--- config.mk ---
export PLATFORM = sky130hd
export DESIGN_NAME = bezier_curve_point_eval
export DESIGN_NICKNAME = d
export VERILOG_FILES = /design/src/rtl/bcpe_pkg.sv /design/src/rtl/bezier_curve_point_eval.sv
export SDC_FILE = /design/constraint.sdc
export NUM_CORES = 2
export LEC_CHECK = 0
export BUFFER_PORTS_ARGS = -buffer_cell sky130_fd_sc_hd__buf_2
export CORE_ASPECT_RATIO = 1.5
export CORE_MARGIN = 2
export CORE_UTILIZATION = 63
export CTS_BUF_LIST = sky130_fd_sc_hd__clkbuf_16
export DETAILED_ROUTE_END_ITERATION = 7
export HOLD_SLACK_MARGIN = 0.02
export PLACE_DENSITY = 0.77
export SETUP_SLACK_MARGIN = 0.15
export SYNTH_ARGS = -nofsm -noshare
export SYNTH_HDL_FRONTEND = slang
export SYNTH_SLANG_ARGS = --single-unit
--- constraint.sdc ---
create_clock -name clk_i -period 14.8 [get_ports clk_i]
set_input_delay 4.44 -clock clk_i [delete_from_list [all_inputs] [get_ports clk_i]]
set_output_delay 4.44 -clock clk_i [all_outputs]
set_load 0.01 [all_outputs]
--- src/rtl/bcpe_pkg.sv ---
// bcpe_pkg: types, constants and small helpers for the Bezier point evaluator.
// Depends on nothing; used by rtl/bezier_curve_point_eval.sv.
`default_nettype none

package bcpe_pkg;

  localparam int unsigned POINT_REGS = 4;   // control point registers
  localparam int unsigned LIMBS      = 4;   // 16-bit limbs of the exact sum
  localparam int unsigned LIMB_W     = 16;
  localparam int unsigned SUM_W      = LIMBS * LIMB_W;
  localparam int unsigned PARAM_W    = 17;  // Q0.16 plus the bit for exactly one
  localparam int unsigned CARRY_W    = 18;
  localparam int unsigned PROD_W     = LIMB_W + CARRY_W;
  localparam int unsigned IDX_W      = 3;
  localparam int unsigned CFG_W      = 32;

  localparam logic [PARAM_W-1:0] T_ONE = 17'h10000;

  // register indexes on the configuration port
  localparam logic [IDX_W-1:0] REG_COUNT  = 3'd0;
  localparam logic [IDX_W-1:0] REG_POINT0 = 3'd1;
  localparam logic [IDX_W-1:0] REG_POINT1 = 3'd2;
  localparam logic [IDX_W-1:0] REG_POINT2 = 3'd3;
  localparam logic [IDX_W-1:0] REG_POINT3 = 3'd4;

  typedef enum logic [4:0] {
    ST_IDLE = 5'b00001,
    ST_LOAD = 5'b00010,
    ST_MUL  = 5'b00100,
    ST_ACC  = 5'b01000,
    ST_FIN  = 5'b10000
  } state_e;

  typedef logic [LIMBS-1:0][LIMB_W-1:0] limbs_t;

  // binomial coefficient C(n,i) for degree up to three
  function automatic logic [1:0] binom(input logic [1:0] n, input logic [1:0] i);
    logic [1:0] c;
    c = 2'd1;
    if ((n == 2'd2 && i == 2'd1)) c = 2'd2;
    if ((n == 2'd3) && (i == 2'd1 || i == 2'd2)) c = 2'd3;
    return c;
  endfunction

  // rounding bias: half of one output step, 2^(16n-1)
  function automatic logic [SUM_W-1:0] half_step(input logic [1:0] n);
    logic [SUM_W-1:0] h;
    case (n)
      2'd2:    h = SUM_W'(64'h0000_0000_8000_0000);
      2'd3:    h = SUM_W'(64'h0000_8000_0000_0000);
      default: h = SUM_W'(64'h0000_0000_0000_8000);
    endcase
    return h;
  endfunction

  // scale the biased sum back to Q8.8, saturate, undo the offset
  function automatic logic [15:0] finish(input logic [SUM_W-1:0] s, input logic [1:0] n);
    logic [47:0] r;
    logic [15:0] v;
    case (n)
      2'd2:    r = {16'd0, s[63:32]};
      2'd3:    r = {32'd0, s[63:48]};
      default: r = s[63:16];
    endcase
    v = (|r[47:16]) ? 16'hFFFF : r[15:0];
    return v ^ 16'h8000;
  endfunction

endpackage

`default_nettype wire

--- src/rtl/bezier_curve_point_eval.sv ---
// bezier_curve_point_eval: Bernstein-form Bezier point evaluator, one shared
// 16x17 limb multiplier under a small sequencer. Depends on rtl/bcpe_pkg.sv.
//
//  channel   direction  contents
//  s_axis    in         tdata[16:0] curve_param (Q0.16), rest zero
//  m_axis    out        tdata[15:0] x_pos, tdata[31:16] y_pos (Q8.8)
//  cfg       in         cfg_we_i / cfg_idx_i / cfg_data_i, write only
//
// Each term of each coordinate is built limb by limb: offset point times
// n factors of (1-t) or t, then the binomial, each factor one pass over the
// four limbs, then one add into the exact sum, n the degree.
// Ready is high only in idle; the result sits in an output register, so the
// next item is taken while it waits. Reset gives the default cubic curve.
`default_nettype none

module bezier_curve_point_eval #(
  parameter int unsigned MAX_POINTS = 4
) (
  input  wire logic        clk_i,
  input  wire logic        rst_ni,
  input  wire logic        cfg_we_i,
  input  wire logic [2:0]  cfg_idx_i,
  input  wire logic [31:0] cfg_data_i,
  input  wire logic        s_axis_tvalid,
  output logic             s_axis_tready,
  input  wire logic [23:0] s_axis_tdata,   // [16:0] curve_param
  output logic             m_axis_tvalid,
  input  wire logic        m_axis_tready,
  output logic [31:0]      m_axis_tdata    // [15:0] x_pos, [31:16] y_pos
);

  localparam int unsigned CapPoints =
      (MAX_POINTS < bcpe_pkg::POINT_REGS) ? MAX_POINTS : bcpe_pkg::POINT_REGS;

  bcpe_pkg::state_e state_q, state_d;

  logic [2:0]  point_count_q;
  logic [31:0] points_q [bcpe_pkg::POINT_REGS];

  logic [1:0]  n_q, pt_q, fac_q, limb_q;
  logic        coord_q;
  logic [bcpe_pkg::PARAM_W-1:0] t_q, u_q;
  bcpe_pkg::limbs_t             v_q;
  logic [bcpe_pkg::CARRY_W-1:0] carry_q;
  logic [bcpe_pkg::SUM_W-1:0]   acc_x_q, acc_y_q;
  logic        m_valid_q;
  logic [31:0] m_data_q;

  logic [2:0]  cnt_used;
  logic [1:0]  n_new;
  logic [bcpe_pkg::PARAM_W-1:0] t_in, factor;
  logic [15:0] coord_val;
  logic [bcpe_pkg::PROD_W-1:0]  mul_prod;
  logic        out_free, last_limb, last_fac;

  assign s_axis_tready = (state_q == bcpe_pkg::ST_IDLE);
  assign m_axis_tvalid = m_valid_q;
  assign m_axis_tdata  = m_data_q;
  assign out_free      = !m_valid_q || m_axis_tready;

  always_comb begin
    cnt_used = point_count_q;
    if (cnt_used < 3'd2) cnt_used = 3'd2;
    if (cnt_used > 3'(CapPoints)) cnt_used = 3'(CapPoints);
  end
  assign n_new = 2'(cnt_used - 3'd1);

  // parameter above one is held at one
  assign t_in = (s_axis_tdata[16] && |s_axis_tdata[15:0]) ? bcpe_pkg::T_ONE
                                                           : s_axis_tdata[16:0];

  assign coord_val = coord_q ? (points_q[pt_q][15:0] ^ 16'h8000)
                             : (points_q[pt_q][31:16] ^ 16'h8000);

  // factor order per term: (1-t) x (n-i), t x i, then the binomial
  always_comb begin
    if (fac_q == n_q) begin
      factor = bcpe_pkg::PARAM_W'(bcpe_pkg::binom(n_q, pt_q));
    end else if (fac_q < 2'(n_q - pt_q)) begin
      factor = u_q;
    end else begin
      factor = t_q;
    end
  end

  assign mul_prod = bcpe_pkg::PROD_W'(v_q[limb_q]) * bcpe_pkg::PROD_W'(factor)
                  + bcpe_pkg::PROD_W'(carry_q);
  assign last_limb = (limb_q == 2'(bcpe_pkg::LIMBS - 1));
  assign last_fac  = (fac_q == n_q);

  always_comb begin
    state_d = state_q;
    case (state_q)
      bcpe_pkg::ST_IDLE: if (s_axis_tvalid) state_d = bcpe_pkg::ST_LOAD;
      bcpe_pkg::ST_LOAD: state_d = bcpe_pkg::ST_MUL;
      bcpe_pkg::ST_MUL:  if (last_limb && last_fac) state_d = bcpe_pkg::ST_ACC;
      bcpe_pkg::ST_ACC: begin
        if (coord_q && pt_q == n_q) state_d = bcpe_pkg::ST_FIN;
        else                        state_d = bcpe_pkg::ST_LOAD;
      end
      bcpe_pkg::ST_FIN:  if (out_free) state_d = bcpe_pkg::ST_IDLE;
      default:           state_d = bcpe_pkg::ST_IDLE;
    endcase
  end

  // control and configuration
  always_ff @(posedge clk_i or negedge rst_ni) begin
    if (!rst_ni) begin
      state_q       <= bcpe_pkg::ST_IDLE;
      point_count_q <= 3'd4;
      points_q[0]   <= 32'h0000_0000;
      points_q[1]   <= 32'h0000_0100;
      points_q[2]   <= 32'h0100_FF00;
      points_q[3]   <= 32'h0100_0000;
      pt_q          <= '0;
      fac_q         <= '0;
      limb_q        <= '0;
      coord_q       <= 1'b0;
      m_valid_q     <= 1'b0;
    end else begin
      state_q <= state_d;

      if (cfg_we_i) begin
        case (cfg_idx_i)
          bcpe_pkg::REG_COUNT:  point_count_q <= cfg_data_i[2:0];
          bcpe_pkg::REG_POINT0: points_q[0]   <= cfg_data_i;
          bcpe_pkg::REG_POINT1: points_q[1]   <= cfg_data_i;
          bcpe_pkg::REG_POINT2: points_q[2]   <= cfg_data_i;
          bcpe_pkg::REG_POINT3: points_q[3]   <= cfg_data_i;
          default: ;
        endcase
      end

      case (state_q)
        bcpe_pkg::ST_IDLE: begin
          pt_q    <= '0;
          coord_q <= 1'b0;
        end
        bcpe_pkg::ST_LOAD: begin
          fac_q  <= '0;
          limb_q <= '0;
        end
        bcpe_pkg::ST_MUL: begin
          limb_q <= limb_q + 2'd1;
          if (last_limb && !last_fac) fac_q <= fac_q + 2'd1;
        end
        bcpe_pkg::ST_ACC: begin
          coord_q <= !coord_q;
          if (coord_q) pt_q <= pt_q + 2'd1;
        end
        default: ;
      endcase

      if (state_q == bcpe_pkg::ST_FIN && out_free) begin
        m_valid_q <= 1'b1;
      end else if (m_axis_tready) begin
        m_valid_q <= 1'b0;
      end
    end
  end

  // datapath
  always_ff @(posedge clk_i) begin
    case (state_q)
      bcpe_pkg::ST_IDLE: begin
        if (s_axis_tvalid) begin
          t_q     <= t_in;
          u_q     <= bcpe_pkg::T_ONE - t_in;
          n_q     <= n_new;
          acc_x_q <= bcpe_pkg::half_step(n_new);
          acc_y_q <= bcpe_pkg::half_step(n_new);
        end
      end
      bcpe_pkg::ST_LOAD: begin
        v_q     <= bcpe_pkg::limbs_t'(bcpe_pkg::SUM_W'(coord_val));
        carry_q <= '0;
      end
      bcpe_pkg::ST_MUL: begin
        v_q[limb_q] <= mul_prod[bcpe_pkg::LIMB_W-1:0];
        carry_q     <= last_limb ? '0 : mul_prod[bcpe_pkg::PROD_W-1:bcpe_pkg::LIMB_W];
      end
      bcpe_pkg::ST_ACC: begin
        if (coord_q) acc_y_q <= acc_y_q + bcpe_pkg::SUM_W'(v_q);
        else         acc_x_q <= acc_x_q + bcpe_pkg::SUM_W'(v_q);
      end
      bcpe_pkg::ST_FIN: begin
        if (out_free) begin
          m_data_q <= {bcpe_pkg::finish(acc_y_q, n_q), bcpe_pkg::finish(acc_x_q, n_q)};
        end
      end
      default: ;
    endcase
  end

endmodule

`default_nettype wire

==> results by group <==
Floorplan
  • Initial core utilization: 63.5%
  • DIE HEIGHT: 297 um
  • Overall die area: about 60,000 um^2
  • Core area: 56,600 um^2
  • Die X: 199 um
  • Ports: 98
  • Row cnt: 107

Layout
  • Final Util: 67.9%
  • Non-filler cells, final: 4,451
  • Layout area overhead: 6.93%
  • Register area: 11,900 um^2
  • Multi-input logic area: 22,000 um^2
  • Layout cells sized above 1: about 12%
  • Layout Nets: 4,193
  • Fill cells: roughly 4,500

Timing
  • Setup TNS Final: 0 ns
  • RSZ-0062 raised after global routing: no
  • Final min period: ~10 ns
  • Final period utilization: 67.8%
  • Max-slew violations: 0
  • Final setup vio count: 0
  • Slew @ Worst Pin: 1.47 ns
  • Worst rel slew slack: 1.85%
  • Final Hold Vio Count: 0
  • Fmax: 99.7 MHz
  • Clock Skew: 0.0441 ns

CTS
  • Clock sinks: 421
  • Skew-Pair Late Insertion Delay: 0.60 ns
  • Inserted Clock Buffers: 43
  • Clock transition at path regs: approximately 0.07 ns
  • PostCTS Resize Cnt: 0
  • Clk buf depth: 3
  • Hold Buf Count CTS: 0
  • Htree depth: 2
  • CTS root buf: clkbuf_16
  • Setup bufs post-CTS: 0
  • CTS tree: yes

Place
  • Inst Count DP: around 4,400
  • Port bufs: 90
  • Routability-driven placement congestion ratio: approximately 1.0
  • HPWL after detailed placement: 82,000 um

Global route
  • First-pass GRT wire length: ~170,000 um
  • Initial antenna violation count: 1
  • Largest net degree at the start of global routing: ~80
  • Total GRT Usage: 38.0%
  • Congestion Overflow GR: 0
  • Vias in the first global route: 29,216

Logic synthesis
  • Post-Syn Instances: 3,652
  • Count of cell types in the netlist: slightly below 90
  • Most used DFF post-synth: edfxtp_1
  • Asr flop ratio synth: 34.2%
  • Seq/Total Area, Yosys: 33.2%
  • Synth area leaders: edfxtp_1, fa_1, dfrtp_1, ha_1, mux2_2
  • Synth area leader: edfxtp_1
  • Synth warn: 0
  • Post-Syn Area: 36,000 um^2
  • Syn_nets: roughly 4,200
  • Proportion of netlist area held by the largest area contributor: 23.1%
  • Number of synthesized register bits: 421
  • EDFF count, synth: 277
  • Syn Area/Cell: a little under 10 um^2

Routing
  • Vias: approximately 28,000
  • Post-DRT Antenna Nets: 0
  • Per-cell routed wire length: 24.3 um
  • Residual DRC count: 0
  • DRT iter0 DRCs: 1,989
  • Routed wire length: between 100,000 and 150,000 um
  • Vias per inst: ~6.3
  • Pre-antenna DRT Iters: 6

Hold path
  • Hold Path Class: flop to flop

Run status
  • Status: finished, final reports clean

Worst setup path
  • Worst Path Max Fanout: 35
  • Crit path largest cell delay: 1.05 ns
  • Req. time, crit path: 15.14 ns
  • CP max-delay cell: nor2_1
  • CP Class: flop to flop
  • Arrival time worst endpoint: 10.37 ns
  • Reg2reg setup slack: 4.77 ns
  • Crit end category: flop
  • Startpoint type of the worst setup path: flop

Flow run
  • Max_cap viols: 0
[critical path, delay by kind of cell (launching register included)]
kind | cells | cell delay (ns)
xor gates and xnor gates | 2 | 0.31
buffers and inverters | 8 | 1.62
muxes | 1 | 0.17
AOI/OAI and AO/OA | 6 | 1.54
and+or+nand+nor | 5 | 1.76
adders and majority gates | 9 | 4.04
DFF | 1 | 0.32
[per-stage QoR]
stage / setup slack, ns / area (um^2) / hold slack (ns)
floorplan: 6.57 / 36000 / 0.474
global placement: 5.09 / 37000 / 0.482
detailed placement: 5.03 / 37000 / 0.487
CTS: 4.96 / 38400 / 0.503
global route: 4.27 / 38400 / 0.515
finish: 4.77 / 38400 / 0.500
[logic make-up (layout without fill, tap and decap cells)]
logic type | Yosys count | after routing | share of synthesized area (%)
other | 0 | 1 | 0
adder cells (fa/ha/maj) | 477 | 477 | 21.4
XOR/XNOR | 126 | 126 | 3.07
multiplexers | 295 | 295 | 10.2
AO/OA/AOI/OAI | 672 | 672 | 11.8
AND/OR/NAND/NOR | 1133 | 1133 | 14.7
flip-flops | 421 | 421 | 33.2
buffers and inverters | 528 | 563 | 5.68
[cell type report]
type | instances | area share [%]
Clock buffer | 45 | 2.93
Tap cell | 763 | 2.48
Inverter | 353 | 3.45
Sequential cell | 421 | 31.1
Antenna cell | 1 | 0.00651
Multi-Input combinational cell | 2703 | 57.3
Clock inverter | 35 | 0.768
Timing Repair Buffer | 130 | 1.99
[cell usage in the layout (no fill, tap or decap), drive strengths merged, types with 17 or more instances in the layout]
master and n:
nand2 391, nor4 27, or3 18, mux2i 115, o211ai 17, ha 248
nand3 61, nand2b 19, edfxtp 277, nor3 64, xnor2 74, mux4 42
o21a 37, dfrtp 131, o21bai 36, inv 367, nand4 50, xor2 52
nor2b 29, o21ai 168, clkinv 17, nor2 321, mux2 138, buf 129
fa 229, and2 71, a211oi 23, or2 19, a21oi 197, clkbuf 46
and3 23, a31oi 20, a21o 89
[final timing paths]
check                                  start       endpoint  cells past startpoint
worst max-delay path                  n_q[0]     carry_q[8]                     31
min in group asynchronous             rst_ni  points_q[104]                      1
worst min register to register  points_q[61]   points_q[61]                      1
max in group asynchronous             rst_ni        pt_q[0]                      2
worst max register to register        n_q[0]     carry_q[8]                     31
worst min-delay path            points_q[61]   points_q[61]                      1
[sequential cells by signal, summed over array words and instances, names as in the netlist]
signal	flops
u_q	16
coord_q	1
fac_q	2
m_axis_tdata	32
limb_q	2
m_axis_tvalid	1
point_count_q	3
n_q	2
carry_q	18
v_q	64
points_q	128
acc_y_q	64
t_q	17
pt_q	2
acc_x_q	64
state_q	5
[layer usage]
layer	wire length, um	GRT usage, %
met4	10500	30.7
met3	7610	5.99
met5	0	0
met1	37800	42.7
met2	52400	63.9
[Yosys cell counts (7+ instances only)]
library cell / number
a2111oi_0: 7
a211oi_1: 21
a21o_1: 88
a21oi_1: 196
a31oi_1: 20
and2_1: 69
and3_1: 22
buf_1: 13
clkbuf_1: 147
dfrtp_1: 131
dfstp_2: 13
edfxtp_1: 277
fa_1: 229
ha_1: 248
inv_1: 353
mux2_2: 138
mux2i_1: 115
mux4_2: 42
nand2_1: 391
nand2b_1: 19
nand3_1: 61
nand3b_1: 7
nand4_1: 47
nor2_1: 321
nor2b_1: 29
nor3_1: 64
nor3b_1: 10
nor4_1: 27
o211ai_1: 17
o21a_1: 37
o21ai_0: 159
o21ai_1: 9
o21bai_1: 36
or2_2: 19
or3_1: 18
xnor2_1: 74
xor2_1: 52
Power is left out: the tool's default activity adds up to more than one toggle a clock period on the data nets, which glitch-free logic cannot reach.
